[src/rtl/core/nal_unit_splitter_defines.svh]
// ----------------------------------------------------------------------------
// nal_unit_splitter_defines
// Assertion macros shared by the NAL unit splitter.
// ----------------------------------------------------------------------------
`ifndef NAL_UNIT_SPLITTER_DEFINES_SVH
`define NAL_UNIT_SPLITTER_DEFINES_SVH

// same-cycle implication, disabled in reset
`define NUS_ASSERT_NOW(label, ante, cons, msg) \
  label: assert property (@(posedge clk) disable iff (!rst_n) (ante) |-> (cons)) \
    else $error(msg);

// next-cycle implication, disabled in reset
`define NUS_ASSERT_NEXT(label, ante, cons, msg) \
  label: assert property (@(posedge clk) disable iff (!rst_n) (ante) |=> (cons)) \
    else $error(msg);

`endif

[src/rtl/core/nus_pkg.sv]
// ----------------------------------------------------------------------------
// nus_pkg
// Types and constants of the NAL unit splitter.
// ----------------------------------------------------------------------------
package nus_pkg;

  localparam int BUFFER_BYTES_MAX = 1048576;
  localparam int POS_W            = $clog2(BUFFER_BYTES_MAX);
  localparam int LEN_W            = 20;
  localparam int OFS_W            = 48;
  localparam int TYPE_W           = 5;
  localparam int IDX_W            = 32;
  localparam int FIFO_DEPTH       = 4;
  localparam int FIFO_AW          = $clog2(FIFO_DEPTH);

  localparam logic [7:0] START_CODE_END = 8'h01;

  localparam logic [TYPE_W-1:0] TYPE_IDR = 5'd5;
  localparam logic [TYPE_W-1:0] TYPE_SEI = 5'd6;
  localparam logic [TYPE_W-1:0] TYPE_SPS = 5'd7;
  localparam logic [TYPE_W-1:0] TYPE_PPS = 5'd8;

  typedef logic [POS_W-1:0]   pos_t;
  typedef logic [LEN_W-1:0]   len_t;
  typedef logic [OFS_W-1:0]   ofs_t;
  typedef logic [FIFO_AW-1:0] fifo_ptr_t;
  typedef logic [FIFO_AW:0]   fifo_cnt_t;

  // unit descriptor handed from front to back
  typedef struct packed {
    ofs_t              base;
    pos_t              start;
    len_t              len;
    logic [TYPE_W-1:0] utype;
    logic              param_set;
    logic              keyframe;
  } nus_desc_t;

  typedef struct packed {
    logic full;
    logic empty;
  } nus_fifo_stat_t;

endpackage

[src/rtl/core/nus_if.sv]
// ----------------------------------------------------------------------------
// nus_if
// Valid/ready channels for the byte input and the unit result.
// ----------------------------------------------------------------------------
interface nus_in_if;
  logic        valid;
  logic        ready;
  logic [7:0]  data_byte;
  logic        last_byte;
  logic [47:0] buffer_base;

  modport source (output valid, data_byte, last_byte, buffer_base, input ready);
  modport sink   (input valid, data_byte, last_byte, buffer_base, output ready);
endinterface

interface nus_out_if;
  logic        valid;
  logic        ready;
  logic [47:0] unit_offset;
  logic [19:0] unit_length;
  logic [4:0]  unit_type;
  logic        is_parameter_set;
  logic        is_keyframe;
  logic [31:0] sample_index;

  modport source (output valid, unit_offset, unit_length, unit_type, is_parameter_set,
                  is_keyframe, sample_index, input ready);
  modport sink   (input valid, unit_offset, unit_length, unit_type, is_parameter_set,
                  is_keyframe, sample_index, output ready);
endinterface

[src/rtl/core/nus_front.sv]
// ----------------------------------------------------------------------------
// nus_front
// Start-code scanner: tracks zero runs and unit bounds per byte and pushes
// a descriptor for every closed non-SEI unit.
// ----------------------------------------------------------------------------
module nus_front (
  input  logic                   clk,
  input  logic                   rst_n,
  nus_in_if.sink                 in_ch,
  input  nus_pkg::nus_fifo_stat_t fifo_stat,
  output logic                   push,
  output nus_pkg::nus_desc_t     push_desc
);

  logic              in_unit_r, in_unit_nxt;
  logic [1:0]        zero_run_r, zero_run_nxt;
  nus_pkg::pos_t     byte_pos_r, byte_pos_nxt;
  nus_pkg::pos_t     unit_start_r, unit_start_nxt;
  logic [7:0]        header_r, header_nxt;
  logic              header_seen_r, header_seen_nxt;
  nus_pkg::ofs_t     base_r, base_nxt;

  logic              fire;
  logic              last;
  logic              is_zero;
  logic              le_one;
  logic              emit_end;
  logic              emit_last;
  logic [1:0]        zero_bump;
  logic [nus_pkg::TYPE_W-1:0] utype;
  nus_pkg::pos_t     len_end;
  nus_pkg::pos_t     len_last;

  assign in_ch.ready = !fifo_stat.full;
  assign fire        = in_ch.valid && in_ch.ready;

  assign last    = in_ch.last_byte ||
                   (byte_pos_r == nus_pkg::pos_t'(nus_pkg::BUFFER_BYTES_MAX - 1));
  assign is_zero = (in_ch.data_byte == 8'h00);
  assign le_one  = (in_ch.data_byte <= nus_pkg::START_CODE_END);
  assign zero_bump = is_zero ? ((zero_run_r == 2'd3) ? 2'd3 : zero_run_r + 2'd1) : 2'd0;

  assign emit_end  = in_unit_r && (zero_run_r >= 2'd2) && le_one;
  assign emit_last = last && in_unit_r && !emit_end;
  assign len_end   = byte_pos_r - nus_pkg::pos_t'(2) - unit_start_r;
  assign len_last  = byte_pos_r + nus_pkg::pos_t'(1) - unit_start_r;

  always_comb begin
    in_unit_nxt     = in_unit_r;
    zero_run_nxt    = zero_run_r;
    byte_pos_nxt    = byte_pos_r;
    unit_start_nxt  = unit_start_r;
    header_nxt      = header_r;
    header_seen_nxt = header_seen_r;
    base_nxt        = base_r;
    if (fire) begin
      if (byte_pos_r == '0) begin
        base_nxt = in_ch.buffer_base;
      end
      if (!in_unit_r) begin
        if ((in_ch.data_byte == nus_pkg::START_CODE_END) && (zero_run_r >= 2'd2)) begin
          in_unit_nxt     = 1'b1;
          unit_start_nxt  = byte_pos_r + nus_pkg::pos_t'(1);
          header_seen_nxt = 1'b0;
          zero_run_nxt    = 2'd0;
        end else begin
          zero_run_nxt = zero_bump;
        end
      end else begin
        if (!header_seen_r) begin
          header_nxt      = in_ch.data_byte;
          header_seen_nxt = 1'b1;
        end
        if (emit_end) begin
          if (!is_zero) begin
            unit_start_nxt  = byte_pos_r + nus_pkg::pos_t'(1);
            header_seen_nxt = 1'b0;
            zero_run_nxt    = 2'd0;
          end else begin
            in_unit_nxt  = 1'b0;
            zero_run_nxt = 2'd3;
          end
        end else begin
          zero_run_nxt = zero_bump;
        end
      end
      if (last) begin
        in_unit_nxt     = 1'b0;
        header_seen_nxt = 1'b0;
        zero_run_nxt    = 2'd0;
        byte_pos_nxt    = '0;
      end else begin
        byte_pos_nxt = byte_pos_r + nus_pkg::pos_t'(1);
      end
    end
  end

  // header as seen by this byte
  assign utype = (in_unit_r && !header_seen_r) ? in_ch.data_byte[nus_pkg::TYPE_W-1:0]
                                               : header_r[nus_pkg::TYPE_W-1:0];

  always_comb begin
    push_desc.base      = base_nxt;
    push_desc.start     = unit_start_r;
    push_desc.len       = emit_end ? nus_pkg::len_t'(len_end) : nus_pkg::len_t'(len_last);
    push_desc.utype     = utype;
    push_desc.param_set = (utype == nus_pkg::TYPE_SPS) || (utype == nus_pkg::TYPE_PPS);
    push_desc.keyframe  = (utype == nus_pkg::TYPE_IDR);
  end

  assign push = fire && (emit_end || emit_last) && (utype != nus_pkg::TYPE_SEI);

  always_ff @(posedge clk) begin
    if (!rst_n) begin
      in_unit_r     <= 1'b0;
      zero_run_r    <= 2'd0;
      byte_pos_r    <= '0;
      unit_start_r  <= '0;
      header_r      <= 8'h00;
      header_seen_r <= 1'b0;
      base_r        <= '0;
    end else begin
      in_unit_r     <= in_unit_nxt;
      zero_run_r    <= zero_run_nxt;
      byte_pos_r    <= byte_pos_nxt;
      unit_start_r  <= unit_start_nxt;
      header_r      <= header_nxt;
      header_seen_r <= header_seen_nxt;
      base_r        <= base_nxt;
    end
  end

endmodule

[src/rtl/core/nus_fifo.sv]
// ----------------------------------------------------------------------------
// nus_fifo
// Short descriptor queue between scanner and result stage.
// ----------------------------------------------------------------------------
module nus_fifo (
  input  logic                    clk,
  input  logic                    rst_n,
  input  logic                    push,
  input  nus_pkg::nus_desc_t      push_desc,
  input  logic                    pop,
  output nus_pkg::nus_desc_t      pop_desc,
  output nus_pkg::nus_fifo_stat_t stat
);

  nus_pkg::nus_desc_t  mem_r [nus_pkg::FIFO_DEPTH];
  nus_pkg::fifo_ptr_t  wr_ptr_r, wr_ptr_nxt;
  nus_pkg::fifo_ptr_t  rd_ptr_r, rd_ptr_nxt;
  nus_pkg::fifo_cnt_t  cnt_r, cnt_nxt;

  assign stat.full  = (cnt_r == nus_pkg::fifo_cnt_t'(nus_pkg::FIFO_DEPTH));
  assign stat.empty = (cnt_r == '0);
  assign pop_desc   = mem_r[rd_ptr_r];

  always_comb begin
    wr_ptr_nxt = push ? wr_ptr_r + nus_pkg::fifo_ptr_t'(1) : wr_ptr_r;
    rd_ptr_nxt = pop  ? rd_ptr_r + nus_pkg::fifo_ptr_t'(1) : rd_ptr_r;
    cnt_nxt    = cnt_r;
    if (push && !pop) begin
      cnt_nxt = cnt_r + nus_pkg::fifo_cnt_t'(1);
    end else if (pop && !push) begin
      cnt_nxt = cnt_r - nus_pkg::fifo_cnt_t'(1);
    end
  end

  always_ff @(posedge clk) begin
    if (push) begin
      mem_r[wr_ptr_r] <= push_desc;
    end
  end

  always_ff @(posedge clk) begin
    if (!rst_n) begin
      wr_ptr_r <= '0;
      rd_ptr_r <= '0;
      cnt_r    <= '0;
    end else begin
      wr_ptr_r <= wr_ptr_nxt;
      rd_ptr_r <= rd_ptr_nxt;
      cnt_r    <= cnt_nxt;
    end
  end

endmodule

[src/rtl/core/nus_back.sv]
// ----------------------------------------------------------------------------
// nus_back
// Result stage: forms the file offset, numbers the unit and holds it in the
// output register until transfer.
// ----------------------------------------------------------------------------
module nus_back (
  input  logic                    clk,
  input  logic                    rst_n,
  input  nus_pkg::nus_fifo_stat_t fifo_stat,
  input  nus_pkg::nus_desc_t      pop_desc,
  output logic                    pop,
  nus_out_if.source               out_ch
);

  logic                        valid_r, valid_nxt;
  logic [nus_pkg::IDX_W-1:0]   idx_r, idx_nxt;
  nus_pkg::ofs_t               offset_r;
  nus_pkg::len_t               length_r;
  logic [nus_pkg::TYPE_W-1:0]  type_r;
  logic                        pset_r;
  logic                        key_r;
  logic [nus_pkg::IDX_W-1:0]   sample_r;
  nus_pkg::ofs_t               offset_nxt;

  assign pop        = !fifo_stat.empty && (!valid_r || out_ch.ready);
  assign offset_nxt = pop_desc.base + nus_pkg::ofs_t'(pop_desc.start);

  always_comb begin
    valid_nxt = valid_r;
    idx_nxt   = idx_r;
    if (pop) begin
      valid_nxt = 1'b1;
      idx_nxt   = idx_r + nus_pkg::IDX_W'(1);
    end else if (out_ch.ready) begin
      valid_nxt = 1'b0;
    end
  end

  always_ff @(posedge clk) begin
    if (!rst_n) begin
      valid_r <= 1'b0;
      idx_r   <= '0;
    end else begin
      valid_r <= valid_nxt;
      idx_r   <= idx_nxt;
    end
  end

  always_ff @(posedge clk) begin
    if (pop) begin
      offset_r <= offset_nxt;
      length_r <= pop_desc.len;
      type_r   <= pop_desc.utype;
      pset_r   <= pop_desc.param_set;
      key_r    <= pop_desc.keyframe;
      sample_r <= idx_r;
    end
  end

  assign out_ch.valid            = valid_r;
  assign out_ch.unit_offset      = offset_r;
  assign out_ch.unit_length      = length_r;
  assign out_ch.unit_type        = type_r;
  assign out_ch.is_parameter_set = pset_r;
  assign out_ch.is_keyframe      = key_r;
  assign out_ch.sample_index     = sample_r;

endmodule

[src/rtl/core/nal_unit_splitter.sv]
// Throughput: one byte per cycle; in_ch.ready drops only while the 4-entry unit queue is full.
// Result path: a unit's descriptor is written to the queue on the transfer of the byte that closes it,
// and is loaded into the output register when the result stage pops it from the queue.
// Reset: synchronous active-low rst_n clears scan state, buffer position, sample index,
// the queue and the output valid; no clearing pass.
// ----------------------------------------------------------------------------
// nal_unit_splitter
// Annex B byte stream to NAL unit descriptors: scanner, queue, result stage.
// ----------------------------------------------------------------------------
`include "nal_unit_splitter_defines.svh"

module nal_unit_splitter (
  input  logic       clk,
  input  logic       rst_n,
  nus_in_if.sink     in_ch,
  nus_out_if.source  out_ch
);

  logic                    push;
  logic                    pop;
  nus_pkg::nus_desc_t      push_desc;
  nus_pkg::nus_desc_t      pop_desc;
  nus_pkg::nus_fifo_stat_t fifo_stat;

  nus_front u_front (
    .clk       (clk),
    .rst_n     (rst_n),
    .in_ch     (in_ch),
    .fifo_stat (fifo_stat),
    .push      (push),
    .push_desc (push_desc)
  );

  nus_fifo u_fifo (
    .clk       (clk),
    .rst_n     (rst_n),
    .push      (push),
    .push_desc (push_desc),
    .pop       (pop),
    .pop_desc  (pop_desc),
    .stat      (fifo_stat)
  );

  nus_back u_back (
    .clk       (clk),
    .rst_n     (rst_n),
    .fifo_stat (fifo_stat),
    .pop_desc  (pop_desc),
    .pop       (pop),
    .out_ch    (out_ch)
  );

  `NUS_ASSERT_NOW(a_no_overflow, push, !fifo_stat.full, "push into full queue")
  `NUS_ASSERT_NOW(a_no_underflow, pop, !fifo_stat.empty, "pop from empty queue")
  `NUS_ASSERT_NOW(a_no_sei_out, out_ch.valid, (out_ch.unit_type != nus_pkg::TYPE_SEI) && !(out_ch.is_parameter_set && out_ch.is_keyframe), "bad unit class on output")
  `NUS_ASSERT_NEXT(a_pop_loads, pop, out_ch.valid, "popped unit not presented")

endmodule
[src/flat_wrapper.sv]
// flat-port wrapper written by rule: the top's interface ports become plain ports
module nal_unit_splitter_flat 
  (clk, rst_n, in_ch_valid, in_ch_data_byte, in_ch_last_byte, in_ch_buffer_base, in_ch_ready, out_ch_valid, out_ch_unit_offset, out_ch_unit_length, out_ch_unit_type, out_ch_is_parameter_set, out_ch_is_keyframe, out_ch_sample_index, out_ch_ready);
  nus_in_if in_ch_i ();
  nus_out_if out_ch_i ();
  input  logic clk;
  input  logic rst_n;
  input wire logic [$bits(in_ch_i.valid)-1:0] in_ch_valid;
  input wire logic [$bits(in_ch_i.data_byte)-1:0] in_ch_data_byte;
  input wire logic [$bits(in_ch_i.last_byte)-1:0] in_ch_last_byte;
  input wire logic [$bits(in_ch_i.buffer_base)-1:0] in_ch_buffer_base;
  output wire logic [$bits(in_ch_i.ready)-1:0] in_ch_ready;
  output wire logic [$bits(out_ch_i.valid)-1:0] out_ch_valid;
  output wire logic [$bits(out_ch_i.unit_offset)-1:0] out_ch_unit_offset;
  output wire logic [$bits(out_ch_i.unit_length)-1:0] out_ch_unit_length;
  output wire logic [$bits(out_ch_i.unit_type)-1:0] out_ch_unit_type;
  output wire logic [$bits(out_ch_i.is_parameter_set)-1:0] out_ch_is_parameter_set;
  output wire logic [$bits(out_ch_i.is_keyframe)-1:0] out_ch_is_keyframe;
  output wire logic [$bits(out_ch_i.sample_index)-1:0] out_ch_sample_index;
  input wire logic [$bits(out_ch_i.ready)-1:0] out_ch_ready;
  assign in_ch_i.valid = in_ch_valid;
  assign in_ch_i.data_byte = in_ch_data_byte;
  assign in_ch_i.last_byte = in_ch_last_byte;
  assign in_ch_i.buffer_base = in_ch_buffer_base;
  assign in_ch_ready = in_ch_i.ready;
  assign out_ch_valid = out_ch_i.valid;
  assign out_ch_unit_offset = out_ch_i.unit_offset;
  assign out_ch_unit_length = out_ch_i.unit_length;
  assign out_ch_unit_type = out_ch_i.unit_type;
  assign out_ch_is_parameter_set = out_ch_i.is_parameter_set;
  assign out_ch_is_keyframe = out_ch_i.is_keyframe;
  assign out_ch_sample_index = out_ch_i.sample_index;
  assign out_ch_i.ready = out_ch_ready;
  nal_unit_splitter u_core (.clk(clk), .rst_n(rst_n), .in_ch(in_ch_i), .out_ch(out_ch_i));
endmodule
[config.mk]
export PLATFORM = sky130hd
export DESIGN_NAME = nal_unit_splitter_flat
export DESIGN_NICKNAME = d
export VERILOG_FILES = /design/src/rtl/core/nus_pkg.sv /design/src/rtl/core/nus_if.sv /design/src/rtl/core/nus_front.sv /design/src/rtl/core/nus_fifo.sv /design/src/rtl/core/nus_back.sv /design/src/rtl/core/nal_unit_splitter.sv /design/src/flat_wrapper.sv
export VERILOG_INCLUDE_DIRS = /design/src /design/src/rtl/core
export SDC_FILE = /design/constraint.sdc
export NUM_CORES = 1
export LEC_CHECK = 0
export BUFFER_PORTS_ARGS = -buffer_cell sky130_fd_sc_hd__buf_4
export CORE_MARGIN = 10
export CORE_UTILIZATION = 40
export DETAILED_ROUTE_END_ITERATION = 7
export GPL_TIMING_DRIVEN = 0
export PLACE_DENSITY = 0.58
export REMOVE_ABC_BUFFERS = 1
export SETUP_SLACK_MARGIN = 0.15
export SLEW_MARGIN = 15
export SYNTH_ARGS = -nofsm -noshare
export SYNTH_HDL_FRONTEND = slang
export SYNTH_SLANG_ARGS = --single-unit
[constraint.sdc]
create_clock -name clk -period 7.45 [get_ports clk]
set_input_delay 0.3725 -clock clk [delete_from_list [all_inputs] [get_ports clk]]
set_output_delay 0.3725 -clock clk [all_outputs]
set_load 0.05 [all_outputs]
==> results of run 1 <==
==> report_power, final <==
part | internal [uW] | switching, uW | leakage, uW | total (uW)
Sequential | 4350 | 192 | 0.00568 | 4540
Combinational | 1270 | 2310 | 0.00454 | 3580
Clock | 1970 | 1350 | 0.00106 | 3320
==> synthesized netlist by cell type (4+ instances only) <==
master and instances:
sky130_fd_sc_hd__edfxtp_1 487, sky130_fd_sc_hd__dfxtp_1 139, sky130_fd_sc_hd__nor2_1 113, sky130_fd_sc_hd__inv_1 107, sky130_fd_sc_hd__mux4_2 95, sky130_fd_sc_hd__a21oi_1 90, sky130_fd_sc_hd__nand2_1 85, sky130_fd_sc_hd__ha_1 84
sky130_fd_sc_hd__xnor2_1 81, sky130_fd_sc_hd__and2_1 62, sky130_fd_sc_hd__o21ai_0 55, sky130_fd_sc_hd__mux2_2 52, sky130_fd_sc_hd__nand3_1 48, sky130_fd_sc_hd__clkbuf_1 42, sky130_fd_sc_hd__xor2_1 36, sky130_fd_sc_hd__a211oi_1 24
sky130_fd_sc_hd__a21o_1 22, sky130_fd_sc_hd__nor3_1 22, sky130_fd_sc_hd__nand4_1 19, sky130_fd_sc_hd__and3_1 17, sky130_fd_sc_hd__or3_1 14, sky130_fd_sc_hd__buf_2 13, sky130_fd_sc_hd__nor2b_1 9, sky130_fd_sc_hd__nor4_1 8
sky130_fd_sc_hd__o2111ai_1 8, sky130_fd_sc_hd__o21bai_1 8, sky130_fd_sc_hd__a31oi_1 7, sky130_fd_sc_hd__o21a_1 7, sky130_fd_sc_hd__a31o_2 6, sky130_fd_sc_hd__mux2i_1 6, sky130_fd_sc_hd__and4_1 5, sky130_fd_sc_hd__buf_1 5
sky130_fd_sc_hd__or2_2 5, sky130_fd_sc_hd__a22oi_1 4, sky130_fd_sc_hd__fa_1 4, sky130_fd_sc_hd__nand2b_1 4, sky130_fd_sc_hd__nor3b_1 4
==> final timing paths <==
check,start,end,slack [ns]
worst min register to register,u_core.u_back.idx_r[30],u_core.u_back.out_ch.sample_index[30],0.46
worst max-delay path,u_core.u_front.byte_pos_r[0],u_core.u_fifo.mem_r[1][26],2.77
worst min-delay path,in_ch_data_byte[4],u_core.u_front.header_r[4],0.07
worst max register to register,u_core.u_front.byte_pos_r[0],u_core.u_fifo.mem_r[1][26],2.77
==> critical path, cell delays in order, from the launching register on <==
cell and delay, ns:
sky130_fd_sc_hd__dfxtp_1 0.52, sky130_fd_sc_hd__ha_1 0.29, sky130_fd_sc_hd__nand3_1 0.21, sky130_fd_sc_hd__nor4_4 0.46, sky130_fd_sc_hd__and3_1 0.23, sky130_fd_sc_hd__xnor2_1 0.16, sky130_fd_sc_hd__inv_1 0.09, sky130_fd_sc_hd__ha_1 0.39
sky130_fd_sc_hd__and4_1 0.25, sky130_fd_sc_hd__o2111ai_1 0.14, sky130_fd_sc_hd__a31o_2 0.29, sky130_fd_sc_hd__a31o_2 0.25, sky130_fd_sc_hd__a32oi_1 0.32, sky130_fd_sc_hd__or4_1 0.17, sky130_fd_sc_hd__o211ai_1 0.09, sky130_fd_sc_hd__nor4b_1 0.53
==> cell type report <==
| type | instances | area (sq um) |
|---|---|---|
| Tap cell | 864 | 1080 |
| Sequential cell | 626 | 17400 |
| Timing Repair Buffer | 196 | 1810 |
| Multi-Input combinational cell | 1040 | 8750 |
| Inverter | 108 | 408 |
| Fill cell | 5712 | 34400 |
| Clock buffer | 87 | 1850 |
| Clock inverter | 32 | 357 |
==> per-layer routing <==
layer	track usage [%]	up-vias	wire length, um
li1	-	7312	-
met1	18.2	7637	24900
met2	25.8	286	29000
met3	2.66	88	2490
met4	4.86	2	1280
met5	0	-	13
==> per-stage QoR <==
| step | util (%) | setup WS, ns |
|---|---|---|
| 3_5_place_dp | 44.6 | 2.29 |
| 5_1_grt | 47.9 | 2.35 |
| 2_1_floorplan | - | 0.235 |
| 6_report | 47.9 | 2.77 |
| 3_3_place_gp | 43.7 | -3.36 |
| 4_1_cts | 47.9 | 2.28 |
==> flip-flops by register name, indices dropped and copies added, names as in the netlist, 3 cells and up, named ones only <==
name	cells
u_core.u_fifo.mem_r	380
u_core.u_back.out_ch.unit_offset	48
u_core.u_front.base_r	48
u_core.u_back.idx_r	32
u_core.u_back.out_ch.sample_index	32
u_core.u_back.out_ch.unit_length	20
u_core.u_front.byte_pos_r	20
u_core.u_front.unit_start_r	20
u_core.u_back.out_ch.unit_type	5
u_core.u_front.header_r	5
u_core.u_fifo.cnt_r	3
==> cell families (layout without fill, tap and decap cells) <==
logic type      count (synthesis)  after routing
flops                         626            626
simple gates                  428            428
compound gates                254            254
buf+inv                       173            423
mux                           153            153
xor+xnor                      117            117
fa+ha+maj                      88             88
==> results, run 1 <==
- The average wire per cell in the routed design is between 15 and 20 um.
- The pin count of the biggest net entering global routing is 51.
- The clock slew seen by the registers of the worst setup and hold paths is about 0.070 ns.
- Summing the sequential cell areas from Yosys gives roughly two thirds of the chip area.
- Headroom to the max-slew limit came out at 31.9%.
- STA classifies the critical path startpoint as a flop.
- STA puts the critical path data required time at 7.76 ns.
- The summed instance area of the synthesized netlist is 26800 sq um.
- Of the total synthesized cell area, the portion taken by full adders, half adders and majority gates is 4.22%.
- The number of DRC violations after detailed-routing iteration 0 is 926.
- The most used flip-flop cell after synthesis is sky130_fd_sc_hd__edfxtp_1.
- Once detail routing completed, the nets flagged for antenna violations numbered 0.
- Of the post-synthesis cell area, the dominant cell type holds 54.6%.
- The worst-case reg-to-reg path depth is 15.
- The overall power after layout is roughly 11000 uW.
- The worst hold path was traced through 3 stages.
- Relative to the synthesized area, the layout overhead comes to 18.2%.
- At the end of routability-driven placement, the weighted congestion stood at ~0.83.
- The H-tree was split into 3 levels.
- After synthesis, the cell types taking the most area are sky130_fd_sc_hd__edfxtp_1 55%, sky130_fd_sc_hd__dfxtp_1 10%, sky130_fd_sc_hd__mux4_2 8.0%, sky130_fd_sc_hd__ha_1 3.9%, sky130_fd_sc_hd__xnor2_1 2.6%.
- The tool flagged a number of max-cap violations equal to 0.
- The total congestion overflow after global routing is 0.
- The clock passes through at most 3 buffers.
- The finished layout holds approximately 3000 standard cells, fillers aside.
- The pre-antenna-repair detailed-routing pass consisted of 7 iterations.
- Setup repair after global routing left no endpoint under its margin.
- The worst voltage drop across the vdd grid is 0.000214 V.
- The core region is 66100 sq um.
- The clock period minus worst slack is 4.68 ns.
- The total negative setup slack is 0 ns.
- The cell type contributing the most total cell area after synthesis is sky130_fd_sc_hd__edfxtp_1.
- For this run, design rule violations remaining after detail routing come to 0.
- The mean cell area of the mapped netlist is 14.6 sq um.
- The count of input and output buffers is 169.
- The first-pass GRT wire length is approximately 90000 um.
- In this run, CTS created clock tree buffers numbering 66.
- The number of clock sinks seen by CTS is around 630.
- The number of storage elements in the synthesis netlist is ~630.
- The number of hold buffers added after CTS was 0.
- The flow ran to the end, and the final reports show no timing, DRC or antenna violations.
- Global routing consumed, over all layers together, 14.8% of the routing resources.
- The detailed-placement wirelength estimate is 39700 um.
- The TritonCTS clock tree is built.
- The routed layout has 15325 vias.
- Counting tap cells, the placed design contains a total of 2834 instances.
- In this run the worst path has a maximum fanout of 8.
- Dividing the detail-routed via count by the number of cells gives 5.19.
- The final cell area excluding filler cells is around 32000 sq um.
- The number of antenna violations at the first check in global routing is 1.
- The number of max-slew violations in the final report came to 0.
- The repair_antennas step left the layout with diodes totalling 0.
- Based on the critical path, the design can be clocked at up to 0.214 GHz.
- The top cell types in the final layout, fill and taps aside, are 487 x sky130_fd_sc_hd__edfxtp_1, 174 x sky130_fd_sc_hd__buf_4, 137 x sky130_fd_sc_hd__dfxtp_1.
- The area share of xor/xnor cells in the synthesized design is 3.83%.
- In this run the power density over the cells is 361 nW/um^2.
- The leading cell type in the layout, fill and taps excluded is sky130_fd_sc_hd__edfxtp_1.
- The number of placement rows is 94.
- Yosys mapped the design onto 66 distinct sky130hd cell types.
- The leakage dissipation is 0.0113 uW.
- The path class of the tightest hold or removal check is in -> reg.
- The synthesized netlist devotes between 8 and 9% of its cell area to simple gates.
- The initial utilization of the core area, before any placement, comes to 40.5%.
- The number of hold violations in the final report is 0.
- The class of the most critical setup path is reg -> reg.
- The number of global-route vias before repair is 15899.
- The setup skew after layout is 0.0233 ns.
- The final critical path takes up 62.8% of the cycle.
- Cells with a size suffix above 1 make up 22.8% of the layout.
- In the synthesized netlist the async set-or-reset flop fraction comes to 0%.
- Once the clock tree was built, the setup fixing pass inserted 0 buffers.
- The synthesized netlist devotes 5.96% of its cell area to compound gates.
- The mux share of post-synthesis cell area is between 10% and 20%.
- The worst-margin pin slew is 1.02 ns.
- The largest family of logic cells by synthesized area is multiplexers.
- The area of placed instances is ~30000 sq um.
- The number of enable flip-flop cells after synthesis is 487.
- The worst-case hold slack is 0.0694 ns.
- The gate count of the mapped netlist is 1839.
- The width of the die is 279 um.
- The floorplan step defined a die boundary enclosing 77700 sq um.
- The net total in the final layout is 2187.
- During synthesis, Yosys emitted a total of 0 warnings.
- The clock network latency to the later pin of the worst-skew pair is 0.60 ns.
- The post-cts sizing count is 0.
- The type of element capturing the critical path is a flop.
- Summed over all layers, the routed wires come to 57700 um.
- At the worst endpoint, the arrival time is about 5 ns.
- From bottom edge to top edge, the die measures 279 um.
- The root buffer cell chosen for the clock tree is sky130_fd_sc_hd__clkbuf_16.
- Setup violations remaining at the end of the flow were counted as 0.
- The number of top-level pins is 170.
Note: power is estimated with default switching activity, not from simulation.
==> run 2, diff against run 1 <==
--- a/config.mk
+++ b/config.mk
@@ -11,7 +11,7 @@
 export CORE_UTILIZATION = 40
 export DETAILED_ROUTE_END_ITERATION = 7
 export GPL_TIMING_DRIVEN = 0
-export PLACE_DENSITY = 0.58
+export PLACE_DENSITY = 0.61
 export REMOVE_ABC_BUFFERS = 1
 export SETUP_SLACK_MARGIN = 0.15
 export SLEW_MARGIN = 15
==> constraint.sdc (replaced) <==
create_clock -name clk -period 4 [get_ports clk]
set_input_delay 0.2 -clock clk [delete_from_list [all_inputs] [get_ports clk]]
set_output_delay 0.2 -clock clk [all_outputs]
set_load 0.05 [all_outputs]
==> run 2 against run 1 <==
Largest power group unchanged. Cell count up 2.9%. Total power up 93%. Clock power is 99% higher. Sequential cell count stayed put. Hold slack better by 0.11 ns. Sequential share of layout area fell by 2.0 points. Wire length grew 5.8%. Critical endpoint is now u_core.u_fifo.mem_r[0][26]. Via count increased by 4.0%. Sequential power up 85%. Utilization increased by 1.9 points. Largest cell class unchanged. Non-clock buffer count rose by 78. Combinational power increased by 98%.
==> results, run 2 (synthesis gave the netlist of run 1 again) <==
- Status: finished clean (unchanged).
- The root cell of the clock tree is sky130_fd_sc_hd__clkbuf_16 (unchanged).
- The number of clock sinks seen by CTS came to 626 (unchanged).
- The detailed-placement wirelength estimate came to 39000 um (was 39700 um).
- The number of maximum-capacitance violations is 0 (unchanged).
- The data required time at the worst endpoint is 4.35 ns (was 7.76 ns).
- The clock slew seen by the registers of the worst setup and hold paths came to 0.06 ns (was 0.07 ns).
- RSZ-0062 raised after global routing: no (unchanged).
- The routed via count divided by cell count came to 5.25 (was 5.19).
- The worst-case setup slack after placement is -1.29 ns (was 2.29 ns).
- The number of DRC violations after detailed-routing iteration 0 was 924 (was 926).
- The top achievable clock speed is 0.264 GHz (was 0.214 GHz).
- The count of input and output buffers came to 169 (unchanged).
- The number of max-slew violations in the final report was 0 (unchanged).
- The average wire per cell in the routed design was 20.1 um (was 19.5 um).
- The synthesis-to-finish area growth is 22.8% (was 18.2%).
- The class of the most critical hold timing path was in -> reg (unchanged).
- The leakage dissipation was 0.0118 uW (was 0.0113 uW).
- The clock period minus worst slack is 3.78 ns (was 4.68 ns).
- The highest net fanout along the worst path is 6 (was 8).
- The area of the die is 77700 sq um (unchanged).
- The pin count of the biggest net entering global routing is 51 (unchanged).
- The count of antenna diodes in the layout is 0 (unchanged).
- The TritonCTS clock tree was built (unchanged).
- The arrival time of data at the critical path endpoint is 4.13 ns (was 4.99 ns).
- The fraction of final layout cells sized beyond drive strength 1 is 24.9% (was 22.8%).
- The kind of launch point of the worst setup path is a flop (unchanged).
- The core area is 66100 sq um (unchanged).
- The width of the die was 279 um (unchanged).
- The utilization of the core after routing is 49.8% (was 47.9%).
- The register with the highest flop count is u_core.u_fifo.mem_r (unchanged).
- The number of global-route vias before repair was 16471 (was 15899).
- The number of antenna violations at the first check in global routing is 1 (unchanged).
- The peak per-stage delay on the critical path was 0.55 ns (was 0.53 ns).
- The net total in the final layout is 2269 (was 2187).
- The total global routing track utilization is 15.4% (was 14.8%).
- The maximum count of clock buffers along a single path is 3 (unchanged).
- The power density over cell area is 671 nW/um^2 (was 361 nW/um^2).
- The worst-margin pin slew is 1.04 ns (was 1.02 ns).
- The leading cell type in the layout, fill and taps excluded is sky130_fd_sc_hd__edfxtp_1 (unchanged).
- The cell type of the slowest stage on the worst timing path is sky130_fd_sc_hd__or4_4 (was sky130_fd_sc_hd__nor4b_1).
- The maximum level of the CTS H-tree is 3 (unchanged).
- The CTS buffer count is 66 (unchanged).
- The DRC violation count after routing is 0 (unchanged).
- The family with the most delay on the worst path is simple AND/OR/NAND/NOR gates (unchanged).
- The worst-case headroom to the max-slew limit is 30.2% (was 31.9%).
- The total congestion overflow after global routing is 0 (unchanged).
- The first-pass detailed-route iteration total is 5 (was 7).
- The y dimension of the die is 279 um (unchanged).
- The count of vias placed by the detailed router was 15940 (was 15325).
- The worst voltage drop across the vdd grid was 0.000361 V (was 0.000214 V).
- The first-pass GRT wire length is 93700 um (was 90500 um).
- The count of endpoints failing setup in the final report is 0 (unchanged).
- The clock network latency to the later pin of the worst-skew pair is 0.60 ns (about the same).
- The footprint of the flip-flops and latches is 17400 sq um (about the same).
- The filler cell count is 5490 (was 5712).
- The routability-driven placement congestion ratio is 0.823 (was 0.828).
- The flip-flop count of the largest register after layout is 380 (unchanged).
- The post-route antenna net violation count is 0 (unchanged).
- The buffering stage count on the worst path with inverters included is 1 (unchanged).
- The setup skew after layout is 0.0255 ns (was 0.0233 ns).
- The worst-case setup margin in the final layout was 0.218 ns (was 2.77 ns).
- The total length of routed wires is 61100 um (was 57700 um).
- The number of placement rows is 94 (unchanged).
- Cells traversed along the worst timing path: nand3_1, or4_4, nor2_2, xnor2_2, ha_2, and4_1, and3_1, a21oi_2, a31o_2, a32oi_2, or4_1, o211ai_1, nor4b_2, buf_4 (was ha_1, nand3_1, nor4_4, and3_1, xnor2_1, inv_1, ha_1, and4_1, o2111ai_1, a31o_2, a31o_2, a32oi_1, or4_1, o211ai_1, nor4b_1).
- The type of element capturing the critical path is a flop (unchanged).
- The initial core utilization is 40.5% (unchanged).
- Top library cells by usage in the layout, fill and taps aside: 487 x sky130_fd_sc_hd__edfxtp_1, 191 x sky130_fd_sc_hd__buf_4, 132 x sky130_fd_sc_hd__dfxtp_1 (was 487 x sky130_fd_sc_hd__edfxtp_1, 174 x sky130_fd_sc_hd__buf_4, 137 x sky130_fd_sc_hd__dfxtp_1).
- The class of the most critical setup path is reg -> reg (unchanged).
- The area of the multi-input gates is 8960 sq um (was 8750 sq um).
- The number of hold violations in the final report is 0 (unchanged).
- The number of top-level pins is 170 (unchanged).
- The final worst-path cycle share was 94.5% (was 62.8%).
==> run 2: cell count changes in the layout (fill, tap and decap cells not counted), sizes merged <==
cell and change:
inv -1, clkinv +4, bufinv +5, dlygate4sd3 +55
and2 +4, buf +21, clkinvlp -4, clkbuf +1
==> run 2: cell type report <==
cell class / count / share of cell area [%]
repair buffers: 274 / 7.99
well taps: 864 / 3.29
clock buffers: 86 / 5.72
multi-input cells: 1044 / 27.2
flip-flops and latches: 626 / 53.0
clock inverters: 36 / 1.54
inverters: 108 / 1.24
==> run 2: where the power goes <==
group	internal [uW]	switching, uW	total (uW)	leakage, uW
Combinational	2540	4540	7080	0.00497
Clock	4070	2530	6600	0.00117
Sequential	8090	289	8380	0.00569
==> run 2: routing by layer <==
layer / share of wire [%] / routed length [um] / global-route usage [%] / vias up
met1: 42 / 25600 / 18.7 / 8007
met4: 2.6 / 1580 / 5.04 / 2
li1: - / - / - / 7494
met5: 0.011 / 7 / 0 / -
met3: 4.3 / 2630 / 2.82 / 99
met2: 51 / 31300 / 27.3 / 338
==> run 2: final timing paths <==
| check | slack [ns] | cells after the start | endpoint | from |
|---|---|---|---|---|
| hold reg to reg | 0.46 | 2 | u_core.u_front.header_r[0] | u_core.u_front.header_r[0] |
| setup reg to reg | 0.22 | 14 | u_core.u_fifo.mem_r[0][26] | u_core.u_front.byte_pos_r[4] |
| hold / removal | 0.18 | 2 | u_core.u_front.base_r[36] | rst_n |
| setup / recovery | 0.22 | 14 | u_core.u_fifo.mem_r[0][26] | u_core.u_front.byte_pos_r[4] |
==> run 2: worst register-to-register path, stage by stage, from the launching register on <==
cell,delay (ns)
sky130_fd_sc_hd__dfxtp_4,0.39
sky130_fd_sc_hd__nand3_1,0.15
sky130_fd_sc_hd__or4_4,0.55
sky130_fd_sc_hd__nor2_2,0.16
sky130_fd_sc_hd__xnor2_2,0.15
sky130_fd_sc_hd__ha_2,0.35
sky130_fd_sc_hd__and4_1,0.24
sky130_fd_sc_hd__and3_1,0.20
sky130_fd_sc_hd__a21oi_2,0.18
sky130_fd_sc_hd__a31o_2,0.21
sky130_fd_sc_hd__a32oi_2,0.13
sky130_fd_sc_hd__or4_1,0.49
sky130_fd_sc_hd__o211ai_1,0.11
sky130_fd_sc_hd__nor4b_2,0.08
sky130_fd_sc_hd__buf_4,0.16
==> run 2: per-stage QoR <==
stage | instance area, sq um | power, uW | hold slack (ns) | setup TNS (ns) | std cells
floorplan | 26500 | 12800 | 0.322 | -1059.07 | 1774
finish | 32900 | 22100 | 0.184 | 0 | 3038
CTS | 32600 | 22300 | 0.155 | 0 | 3026
global placement | 28900 | 13000 | 0.440 | -3566.88 | 2807
global route | 32900 | 23000 | 0.186 | 0 | 3038
detailed placement | 29400 | 15300 | 0.454 | -135.72 | 2831
==> run 2: timing repair <==
item / CTS / global route
endpoints found under the hold margin: 234 / 0
resized for setup: 19 / 37
pin swaps: 9 / 11
cloned: 4 / 3
setup endpoints to repair: 437 / 191
hold buffers: 55 / 0
setup buffers: 14 / 9
